==> src/rfp_pkg.sv <==
// Shared types and constants for the relocation fixup patcher.
package rfp_pkg;

  localparam int unsigned ADDR_W = 64;
  localparam int unsigned DATA_W = 64;
  localparam int unsigned INDEX_W = 22;
  localparam int unsigned CFG_INDEX_W = 2;

  localparam logic [CFG_INDEX_W-1:0] CFG_IMAGE_ADDRESS = 2'd0;
  localparam logic [CFG_INDEX_W-1:0] CFG_DISPLACEMENT = 2'd1;
  localparam logic [CFG_INDEX_W-1:0] CFG_INDEX_OFFSET = 2'd2;

  localparam logic [3:0] TYPE_HIGH = 4'd1;
  localparam logic [3:0] TYPE_LOW = 4'd2;
  localparam logic [3:0] TYPE_HIGHLOW = 4'd3;
  localparam logic [3:0] TYPE_HIGHADJ = 4'd4;
  localparam logic [3:0] TYPE_SPLIT = 4'd5;
  localparam logic [3:0] TYPE_MARK16 = 4'd6;
  localparam logic [3:0] TYPE_MARK32 = 4'd9;
  localparam logic [3:0] TYPE_DIR64 = 4'd10;
  localparam logic [3:0] TYPE_TRAP = 4'd11;

  localparam logic [15:0] MARK16_WORD = 16'hA000;
  localparam logic [31:0] MARK32_WORD = 32'hFA00_0000;
  localparam logic [6:0] PAIR_MARK = 7'h7F;

  localparam logic [1:0] SIZE_NONE = 2'd0;
  localparam logic [1:0] SIZE_TWO = 2'd1;
  localparam logic [1:0] SIZE_FOUR = 2'd2;
  localparam logic [1:0] SIZE_EIGHT = 2'd3;

  typedef enum logic [3:0] {
    KIND_NONE,
    KIND_ADD16_HI,
    KIND_ADD16_LO,
    KIND_ADD32_LO,
    KIND_ADD32_HI,
    KIND_SPLIT_ONE,
    KIND_SPLIT_PAIR,
    KIND_MARK16,
    KIND_MARK32,
    KIND_ADD64,
    KIND_TRAP
  } fix_kind_t;

  typedef struct packed {
    logic [ADDR_W-1:0] image_address;
    logic [DATA_W-1:0] displacement;
    logic [INDEX_W-1:0] index_offset;
  } rfp_config_t;

  typedef struct packed {
    logic [ADDR_W-1:0] target_address;
    logic [DATA_W-1:0] old_data;
    fix_kind_t kind;
    logic last;
  } rfp_entry_t;

  typedef struct packed {
    logic full;
    logic empty;
  } rfp_queue_status_t;

endpackage

==> src/relocation_fixup_patcher_core.sv <==
// Top level of the relocation fixup patcher: configuration registers and the two halves.
// Each request is one base-relocation entry together with the eight bytes now at its
// target; each gives exactly one result with the target address, the patched bytes,
// the write size and a trap flag. One request is taken per clock while in_stall is low.
// A request is classified and written into a queue slot, then patched in the patch unit,
// which ends in the result register. The queue of QUEUE_DEPTH requests lets the front
// keep accepting while the result side is stalled. Configuration writes take effect at
// once and belong to idle periods.
module relocation_fixup_patcher_core #(
  parameter int unsigned QUEUE_DEPTH = 4
) (
  input  logic        clk,
  input  logic        rst,
  input  logic        cfg_write,
  input  logic [1:0]  cfg_index,
  input  logic [63:0] cfg_data,
  input  logic        in_valid,
  output logic        in_stall,
  input  logic [31:0] page_offset,
  input  logic [15:0] entry_tag,
  input  logic [63:0] old_data,
  input  logic        last_entry,
  output logic        out_valid,
  input  logic        out_stall,
  output logic [63:0] target_address,
  output logic [63:0] new_data,
  output logic [1:0]  write_size,
  output logic        trap_request,
  output logic        last_result
);
  import rfp_pkg::*;

  rfp_config_t cfg;
  rfp_queue_status_t q_status;
  rfp_entry_t wr_entry;
  rfp_entry_t rd_entry;
  logic push;
  logic pop;

  always_ff @(posedge clk) begin
    if (rst) begin
      cfg <= '0;
    end else if (cfg_write) begin
      unique case (cfg_index)
        CFG_IMAGE_ADDRESS: cfg.image_address <= cfg_data;
        CFG_DISPLACEMENT: cfg.displacement <= cfg_data;
        CFG_INDEX_OFFSET: cfg.index_offset <= cfg_data[INDEX_W-1:0];
        default: ;
      endcase
    end
  end

  rfp_front u_front (
    .in_valid   (in_valid),
    .in_stall   (in_stall),
    .page_offset(page_offset),
    .entry_tag  (entry_tag),
    .old_data   (old_data),
    .last_entry (last_entry),
    .cfg        (cfg),
    .q_status   (q_status),
    .push       (push),
    .entry      (wr_entry)
  );

  rfp_queue #(
    .DEPTH(QUEUE_DEPTH)
  ) u_queue (
    .clk     (clk),
    .rst     (rst),
    .push    (push),
    .wr_entry(wr_entry),
    .pop     (pop),
    .rd_entry(rd_entry),
    .status  (q_status)
  );

  rfp_back u_back (
    .clk           (clk),
    .rst           (rst),
    .q_status      (q_status),
    .rd_entry      (rd_entry),
    .pop           (pop),
    .cfg           (cfg),
    .out_valid     (out_valid),
    .out_stall     (out_stall),
    .target_address(target_address),
    .new_data      (new_data),
    .write_size    (write_size),
    .trap_request  (trap_request),
    .last_result   (last_result)
  );

  a_trap_no_write: assert property (@(posedge clk) disable iff (rst)
    out_valid |-> !(trap_request && write_size != SIZE_NONE))
    else $error("trap result carries a write");

  a_reset_idle: assert property (@(posedge clk)
    rst |=> !out_valid)
    else $error("result valid right after reset");

  a_push_not_full: assert property (@(posedge clk) disable iff (rst)
    push |-> !q_status.full)
    else $error("queue written while full");

  a_accept_fills: assert property (@(posedge clk) disable iff (rst)
    (in_valid && !in_stall) |=> !q_status.empty)
    else $error("accepted request missing from queue");

endmodule

==> src/rfp_front.sv <==
// Front end: accepts requests, forms the target address and classifies the fixup.
module rfp_front (
  input  logic                       in_valid,
  output logic                       in_stall,
  input  logic [31:0]                page_offset,
  input  logic [15:0]                entry_tag,
  input  logic [63:0]                old_data,
  input  logic                       last_entry,
  input  rfp_pkg::rfp_config_t       cfg,
  input  rfp_pkg::rfp_queue_status_t q_status,
  output logic                       push,
  output rfp_pkg::rfp_entry_t        entry
);
  import rfp_pkg::*;

  logic index_set;

  assign in_stall = q_status.full;
  assign push = in_valid && !q_status.full;
  assign index_set = cfg.index_offset != '0;

  always_comb begin
    entry.target_address = cfg.image_address + {32'd0, page_offset}
                           + {52'd0, entry_tag[11:0]};
    entry.old_data = old_data;
    entry.last = last_entry;
    unique case (entry_tag[15:12])
      TYPE_HIGH: entry.kind = KIND_ADD16_HI;
      TYPE_LOW: entry.kind = KIND_ADD16_LO;
      TYPE_HIGHLOW: entry.kind = KIND_ADD32_LO;
      TYPE_HIGHADJ: entry.kind = KIND_ADD32_HI;
      TYPE_SPLIT: begin
        entry.kind = (old_data[15:9] == PAIR_MARK) ? KIND_SPLIT_PAIR : KIND_SPLIT_ONE;
      end
      TYPE_MARK16: begin
        entry.kind = (old_data[15:0] == MARK16_WORD && index_set) ? KIND_MARK16 : KIND_NONE;
      end
      TYPE_MARK32: begin
        entry.kind = (old_data[31:0] == MARK32_WORD && index_set) ? KIND_MARK32 : KIND_NONE;
      end
      TYPE_DIR64: entry.kind = KIND_ADD64;
      TYPE_TRAP: entry.kind = KIND_TRAP;
      default: entry.kind = KIND_NONE;
    endcase
  end

endmodule

==> src/rfp_queue.sv <==
// Small request queue between the front end and the patch unit.
module rfp_queue #(
  parameter int unsigned DEPTH = 4
) (
  input  logic                       clk,
  input  logic                       rst,
  input  logic                       push,
  input  rfp_pkg::rfp_entry_t        wr_entry,
  input  logic                       pop,
  output rfp_pkg::rfp_entry_t        rd_entry,
  output rfp_pkg::rfp_queue_status_t status
);
  import rfp_pkg::*;

  // DEPTH must be a power of two of at least two so the pointers wrap naturally.
  localparam int unsigned PTR_W = $clog2(DEPTH);
  localparam int unsigned CNT_W = $clog2(DEPTH + 1);
  localparam logic [CNT_W-1:0] FULL_COUNT = CNT_W'(DEPTH);

  rfp_entry_t slots [DEPTH];
  logic [PTR_W-1:0] wr_ptr;
  logic [PTR_W-1:0] rd_ptr;
  logic [CNT_W-1:0] count;

  assign rd_entry = slots[rd_ptr];
  assign status.full = count == FULL_COUNT;
  assign status.empty = count == '0;

  always_ff @(posedge clk) begin
    if (push) begin
      slots[wr_ptr] <= wr_entry;
    end
  end

  always_ff @(posedge clk) begin
    if (rst) begin
      wr_ptr <= '0;
      rd_ptr <= '0;
      count <= '0;
    end else begin
      if (push) begin
        wr_ptr <= wr_ptr + 1'b1;
      end
      if (pop) begin
        rd_ptr <= rd_ptr + 1'b1;
      end
      if (push && !pop) begin
        count <= count + 1'b1;
      end else if (pop && !push) begin
        count <= count - 1'b1;
      end
    end
  end

endmodule

==> src/rfp_back.sv <==
// Patch unit: applies the classified fixup and holds the result register.
module rfp_back (
  input  logic                       clk,
  input  logic                       rst,
  input  rfp_pkg::rfp_queue_status_t q_status,
  input  rfp_pkg::rfp_entry_t        rd_entry,
  output logic                       pop,
  input  rfp_pkg::rfp_config_t       cfg,
  output logic                       out_valid,
  input  logic                       out_stall,
  output logic [63:0]                target_address,
  output logic [63:0]                new_data,
  output logic [1:0]                 write_size,
  output logic                       trap_request,
  output logic                       last_result
);
  import rfp_pkg::*;

  logic [63:0] old;
  logic [63:0] disp;
  logic [21:0] neg_index;
  logic [24:0] one_sum;
  logic [24:0] hi_sum;
  logic [23:0] lo_sum;
  logic [63:0] data_next;
  logic [1:0] size_next;
  logic trap_next;

  assign pop = !q_status.empty && (!out_valid || !out_stall);
  assign old = rd_entry.old_data;
  assign disp = cfg.displacement;
  assign neg_index = ~cfg.index_offset + 22'd1;

  always_comb begin
    one_sum = {old[8:0], old[31:16]} + disp[24:0];
    hi_sum = {1'b0, old[39:32], old[63:48]} + {1'b0, disp[23:0]};
    lo_sum = {old[7:0], old[31:16]} + disp[47:24] + disp[47:24] + {23'd0, hi_sum[24]};
  end

  always_comb begin
    data_next = old;
    size_next = SIZE_NONE;
    trap_next = 1'b0;
    case (rd_entry.kind)
      KIND_ADD16_HI: begin
        data_next[15:0] = old[15:0] + disp[31:16];
        size_next = SIZE_TWO;
      end
      KIND_ADD16_LO: begin
        data_next[15:0] = old[15:0] + disp[15:0];
        size_next = SIZE_TWO;
      end
      KIND_ADD32_LO: begin
        data_next[31:0] = old[31:0] + disp[31:0];
        size_next = SIZE_FOUR;
      end
      KIND_ADD32_HI: begin
        data_next[31:0] = old[31:0] + disp[63:32];
        size_next = SIZE_FOUR;
      end
      KIND_SPLIT_ONE: begin
        data_next[31:0] = {one_sum[15:0], old[15:9], one_sum[24:16]};
        size_next = SIZE_FOUR;
      end
      KIND_SPLIT_PAIR: begin
        data_next = {hi_sum[15:0], old[47:40], hi_sum[23:16],
                     lo_sum[15:0], old[15:8], lo_sum[23:16]};
        size_next = SIZE_EIGHT;
      end
      KIND_MARK16: begin
        data_next[15:0] = old[15:0] | {3'd0, neg_index[9:0], 3'd0};
        size_next = SIZE_TWO;
      end
      KIND_MARK32: begin
        data_next[31:0] = old[31:0] | {7'd0, neg_index, 3'd0};
        size_next = SIZE_FOUR;
      end
      KIND_ADD64: begin
        data_next = old + disp;
        size_next = SIZE_EIGHT;
      end
      KIND_TRAP: trap_next = 1'b1;
      default: ;
    endcase
  end

  always_ff @(posedge clk) begin
    if (rst) begin
      out_valid <= 1'b0;
    end else if (pop) begin
      out_valid <= 1'b1;
    end else if (!out_stall) begin
      out_valid <= 1'b0;
    end
  end

  always_ff @(posedge clk) begin
    if (pop) begin
      target_address <= rd_entry.target_address;
      new_data <= data_next;
      write_size <= size_next;
      trap_request <= trap_next;
      last_result <= rd_entry.last;
    end
  end

endmodule
==> config.mk <==
export PLATFORM = sky130hd
export DESIGN_NAME = relocation_fixup_patcher_core
export DESIGN_NICKNAME = d
export VERILOG_FILES = /design/src/rfp_pkg.sv /design/src/relocation_fixup_patcher_core.sv /design/src/rfp_front.sv /design/src/rfp_queue.sv /design/src/rfp_back.sv
export SDC_FILE = /design/constraint.sdc
export NUM_CORES = 2
export LEC_CHECK = 0
export ABC_AREA = 0
export BUFFER_PORTS_ARGS = -buffer_cell sky130_fd_sc_hd__clkbuf_2
export CAP_MARGIN = 20
export CORE_MARGIN = 2
export CORE_UTILIZATION = 50
export CTS_CLUSTER_SIZE = 14
export DETAILED_ROUTE_END_ITERATION = 7
export PLACE_DENSITY_LB_ADDON = 0.1
export SYNTH_ARGS = -nofsm -noshare
export SYNTH_HDL_FRONTEND = slang
export SYNTH_SLANG_ARGS = --single-unit
==> constraint.sdc <==
create_clock -name clk -period 9.9 [get_ports clk]
set_input_delay 0.99 -clock clk [delete_from_list [all_inputs] [get_ports clk]]
set_output_delay 0.99 -clock clk [all_outputs]
set_load 0.02 [all_outputs]
Word-level counts from Yosys, hierarchy flattened
Memories as Yosys holds them, arrays and structs flattened. A register that Yosys moved wholly into a read port is not among the register bits.
Cells that the tools add are included.
Storage, ports and cells
  bits in writable memories: 532
  register bits: 290
  memories kept: 1
  input port bits: 184
  output and inout port bits: 134
Cells by class
  bitwise operators: 3
  reduce and logical (&&, ||, !) cells: 23
  muxes and demuxes: 17
  add/sub/neg operators: 17
  equal/unequal tests: 26
Memories
  u_queue.slots: depth 4, width 133, read ports 1, clocked after Yosys merged registers in 1, wr ports 1, line rfp_queue.sv:20  | rfp_entry_t slots [DEPTH];
Operator list (count)
  $pmux 16 s9: 1
  $pmux 16 s6: 1
  $add 32x32->32: 2
  $add 64x12->64: 1
  $add 64x32->64: 1
  $add 64x64->64: 1
  $pmux 32 s2: 1
  $add 24x24->24: 2
  $pmux 4 s9: 1
  $add 16x16->16: 2
  $eq 32x32->1 const B: 1
  $or 32x25->32: 1
  $eq 4x3->1 const B: 7
  $add 24x24->25: 1
  $add 25x25->25: 1
  $add 24x1->24: 1
  $eq 4x4->1 const B: 6
  $add 22x1->22 const B: 1
  $not 22->22: 1
  $reduce_bool 22->1: 1
  $eq 16x16->1 const B: 1
  $eq 4x2->1 const B: 4
  $or 16x13->16: 1
  $mux 3: 3
  other kinds (23): 43

Longest topological paths before layout
  depth after elaboration: 7
  mapped depth: 30
  depth with buffers taken out: 26

By module
A second synthesis with hierarchy kept.
Unflattened totals
  cells, all modules: 3740
  area total of the unflattened synthesis: 45663.8 um^2
By module, submodules not included
  rfp_queue: cells an instance 739, times used 1, area each 19598.8 um^2, sequential area each 16155.5 um^2
  rfp_back: cells an instance 1954, times used 1, area each 16248.1 um^2, sequential area each 3983.8 um^2
  relocation_fixup_patcher_core: cells an instance 558, times used 1, area each 6065.8 um^2, sequential area each 3002.9 um^2
  rfp_front: cells an instance 489, times used 1, area each 3751.1 um^2, sequential area each 0.0 um^2

Worst setup path after synthesis
OpenSTA, ideal clock, no wires.
  path type: input to register
  start: input port out_stall
  end: register u_queue.count[2]
  buffers on the path: 0
  path slack: 0.921 ns
  required time: 9.830 ns
  cell stages on the path: 8
  arrival time: 8.908 ns
  setup time: 0.070 ns
  path through: a21oi_1 > inv_1 > ha_1 > inv_1 > fa_1 > xor2_1 > or3_1 > a21oi_1
Between the ends
  longest elaborated chain between the ends: 6
  elaborated cells between the ends (all ways): 8
  those cells by class: mux (1); reduce/logical (7)
Ends and longest elaborated chain
  start, declared: line relocation_fixup_patcher_core.sv:24  | input logic out_stall,
  $logic_not 1->1 (*): line rfp_back.sv:29  | assign pop = !q_status.empty && (!out_valid || !out_stall);
  $logic_or 1x1->1 (*): line rfp_back.sv:29
  $logic_and 1x1->1 (*): line rfp_back.sv:29
  $logic_not 1->1: line rfp_queue.sv:47  | if (push && !pop) begin
  $logic_and 1x1->1: line rfp_queue.sv:47
  $mux 3 / $reduce_bool 2->1 (equally long branches)
  end signal, assigned: line rfp_queue.sv:48  | count <= count + 1'b1;
  end signal, assigned: line rfp_queue.sv:50  | count <= count - 1'b1;
  end, declared: line rfp_queue.sv:23  | logic [CNT_W-1:0] count;
Every way passes the cells marked *; elsewhere a longest branch is shown, timed or not.
A chain may end at the register's enable or synchronous reset.

==> flow_summary.ini <==
[timing]
fin_setup_tns_ns = 0
setup_ws_ns = 2.91
post-route-min-period_ns = 6.99
max_freq_mhz = 143
whs_ns = 0.457
finalSetupViolations = 0
finClkSkew_ns = 0.0477
slew_headroom = 0.257
rsz0062_at_grt = no
worstMarginPinSlew_ns = 1.11
finalCritPeriodShare = 0.706
final_hold_viol_count = 0
drv_slew = 0

[cts]
htree_levels = 3
cts_root_buf = clkbuf_16
cts_buffers = 86
cts_hold_buf = 0
insertion_delay_ns = 0.68
path_clk_slew_ns = 0.07
cts_sinks = 824
clockBufferDepth = 3
postCtsSetupBuffers = 0
cts_tree = built
cts.repair.resized = 0

[floorplan]
rows = 107
core_area_um2 = 85400
start_util = 0.506
chipHeight_um = 298
die_w_um = 298
die_area_um2 = 88800
ios = 318

[global_route]
met1_usage = 0.408
grt_max_degree = 86
grt_usage = 0.289
grt_pass1_wl_um = 192000
antenna_found_initial = 6
grtUsageMet3 = 0.0465
busiest_layer = met2
overflow = 0
grt_util_met2 = 0.443
grt_pass1_vias = 29642

[detailed_routing]
wire_per_inst_um = 25.4
drt-total-wl_um = 130000
routed_via_density = 6.10
antenna_left = 0
num_vias = 31289
dr.first_iter.drc_count = 3247
dr.pass1.iters = 7
drc = 0

[synthesis]
seq_area_frac_synth = 0.536
ys_seq_elements = 824
synth_edf_count = 664
syn_nets = 4050
yosysMostFrequentCell = edfxtp_1
synthFlopType = edfxtp_1
syn_inst = 3608
yosysTopAreaCell = edfxtp_1
async_reset_ff_frac = 0
synth_area_leaders = edfxtp_1 (46%), dfxtp_1 (7.4%), mux4_2 (6.9%)
yosysTopAreaCellShare = 0.462
ys_types = 96
ys_warn_count = 0
synth_commonest_cells = edfxtp_1 (664), nand2_1 (475), a21oi_1 (354)
syn_area_um2 = 43200
syn_area_per_cell_um2 = 12.0

[setup_path]
endpoint_kind = flop
reg2reg_slack_ns = 2.91
required_ns = 10.42
start_kind = flop
path_class = reg -> reg
crit_fanout = 46
cp.arrival_ns = 7.51

[finish]
layout-drive-gt1-share = 0.180
area_delta_synth_final_pct = 13.5
fin_nets = 4350

[pwr]
p_per_area_nw_per_um2 = 271
p_leak_nw = 18.7
total_power_mw = 13.3
ir_worst_vdd_mv = 0.197

[placed_design]
port_buffers = 317
hpwl_um = 95100
gp_congestion = 0.991
dp_slack_ns = 2.80

[job]
cap_violations = 0

[status]
status = finished clean

[worst_hold_path]
hold_class = reg -> reg
registers in the layout, summed over array words and instances (netlist names), named ones only:
signal                 flops
cfg                      150
u_back.last_result         1
u_back.new_data           64
u_back.out_valid           1
u_back.target_address     64
u_back.trap_request        1
u_back.write_size          2
u_queue.count              3
u_queue.rd_ptr             2
u_queue.slots            532
u_queue.wr_ptr             2
path summary, 6_finish.rpt:
kind / from / to / cells after the start
setup reg to reg: flop / u_back.new_data[14] / 19
hold reg to reg: cfg[113] / cfg[113] / 2
hold / removal: cfg[113] / cfg[113] / 2
setup / recovery: flop / u_back.new_data[14] / 19
final cells by class:
| cell class | instances | area (um2) |
|---|---|---|
| multi-input cells | 2549 | 19200 |
| well taps | 1144 | 1430 |
| repair buffers | 361 | 1920 |
| inverters | 86 | 323 |
| diodes | 4 | 10.0 |
| flip-flops and latches | 824 | 23100 |
| fillers | 7243 | 36400 |
| clock inverters | 59 | 759 |
| clock buffers | 102 | 2260 |
layer usage:
metal	up-vias	wire length, um	share of wire
li1	14395	-	-
met1	15339	56200	0.43
met2	1293	58200	0.45
met3	260	9770	0.075
met4	2	5980	0.046
met5	-	13	0.00010
cells by family after synthesis:
logic type,count (synthesis),synth area share
buf+inv,235,0.0213
fa+ha+maj,258,0.0782
mux,165,0.0773
xor+xnor,219,0.0444
simple gates,976,0.104
compound gates,931,0.139
flops,824,0.536
metrics by stage:
stage                     std cells  utilization  cell area (um2)
final                          5129        0.574            49000
after global routing           5128        0.574            49000
after detailed placement       4964        0.538            46000
after global placement         4964        0.538            46000
after floorplan                3608            -            43200
after CTS                      5125        0.574            49000
cell usage in the layout (no fill, tap or decap), types with 23 or more instances in the layout:
cell       synthesis  final
edfxtp_1         664    664
nand2_1          475    475
a21oi_1          354    353
clkbuf_2           0    316
ha_1             238    238
nor2_1           169    166
dfxtp_1          160    158
o21ai_0          149    148
xnor2_1          138    138
mux4_2           133    133
a21o_1            97     97
clkbuf_16          0     87
inv_1             86     86
xor2_1            81     81
nand3_1           53     53
nand4_1           47     47
buf_4              0     45
nor3_1            40     40
o21bai_1          36     36
nand2b_1          28     28
a31oi_1           28     28
and3_1            27     27
a22oi_1           23     23
power breakdown:
group	leakage (nW)	internal, mW	switching, mW
registers	7.57	4.54	0.257
clock network	1.45	1.98	1.44
logic	9.67	1.76	3.32
total	18.7	8.28	5.02
worst max-delay path, cell delays in order, from the launching register on:
cell,delay [ns]
dfxtp_4,0.66
buf_4,0.57
buf_4,0.81
mux4_2,0.72
or2_2,0.36
nor2_2,0.71
mux2_2,0.30
ha_1,0.16
inv_1,0.06
fa_1,0.40
nor2b_1,0.12
o21ai_0,0.10
a21boi_0,0.26
o21ai_0,0.12
nand2b_1,0.12
a31oi_1,0.16
o211a_1,0.27
o41ai_1,0.41
mux2_2,0.38
nor2_1,0.11
Power figures use the tool's default switching activity.
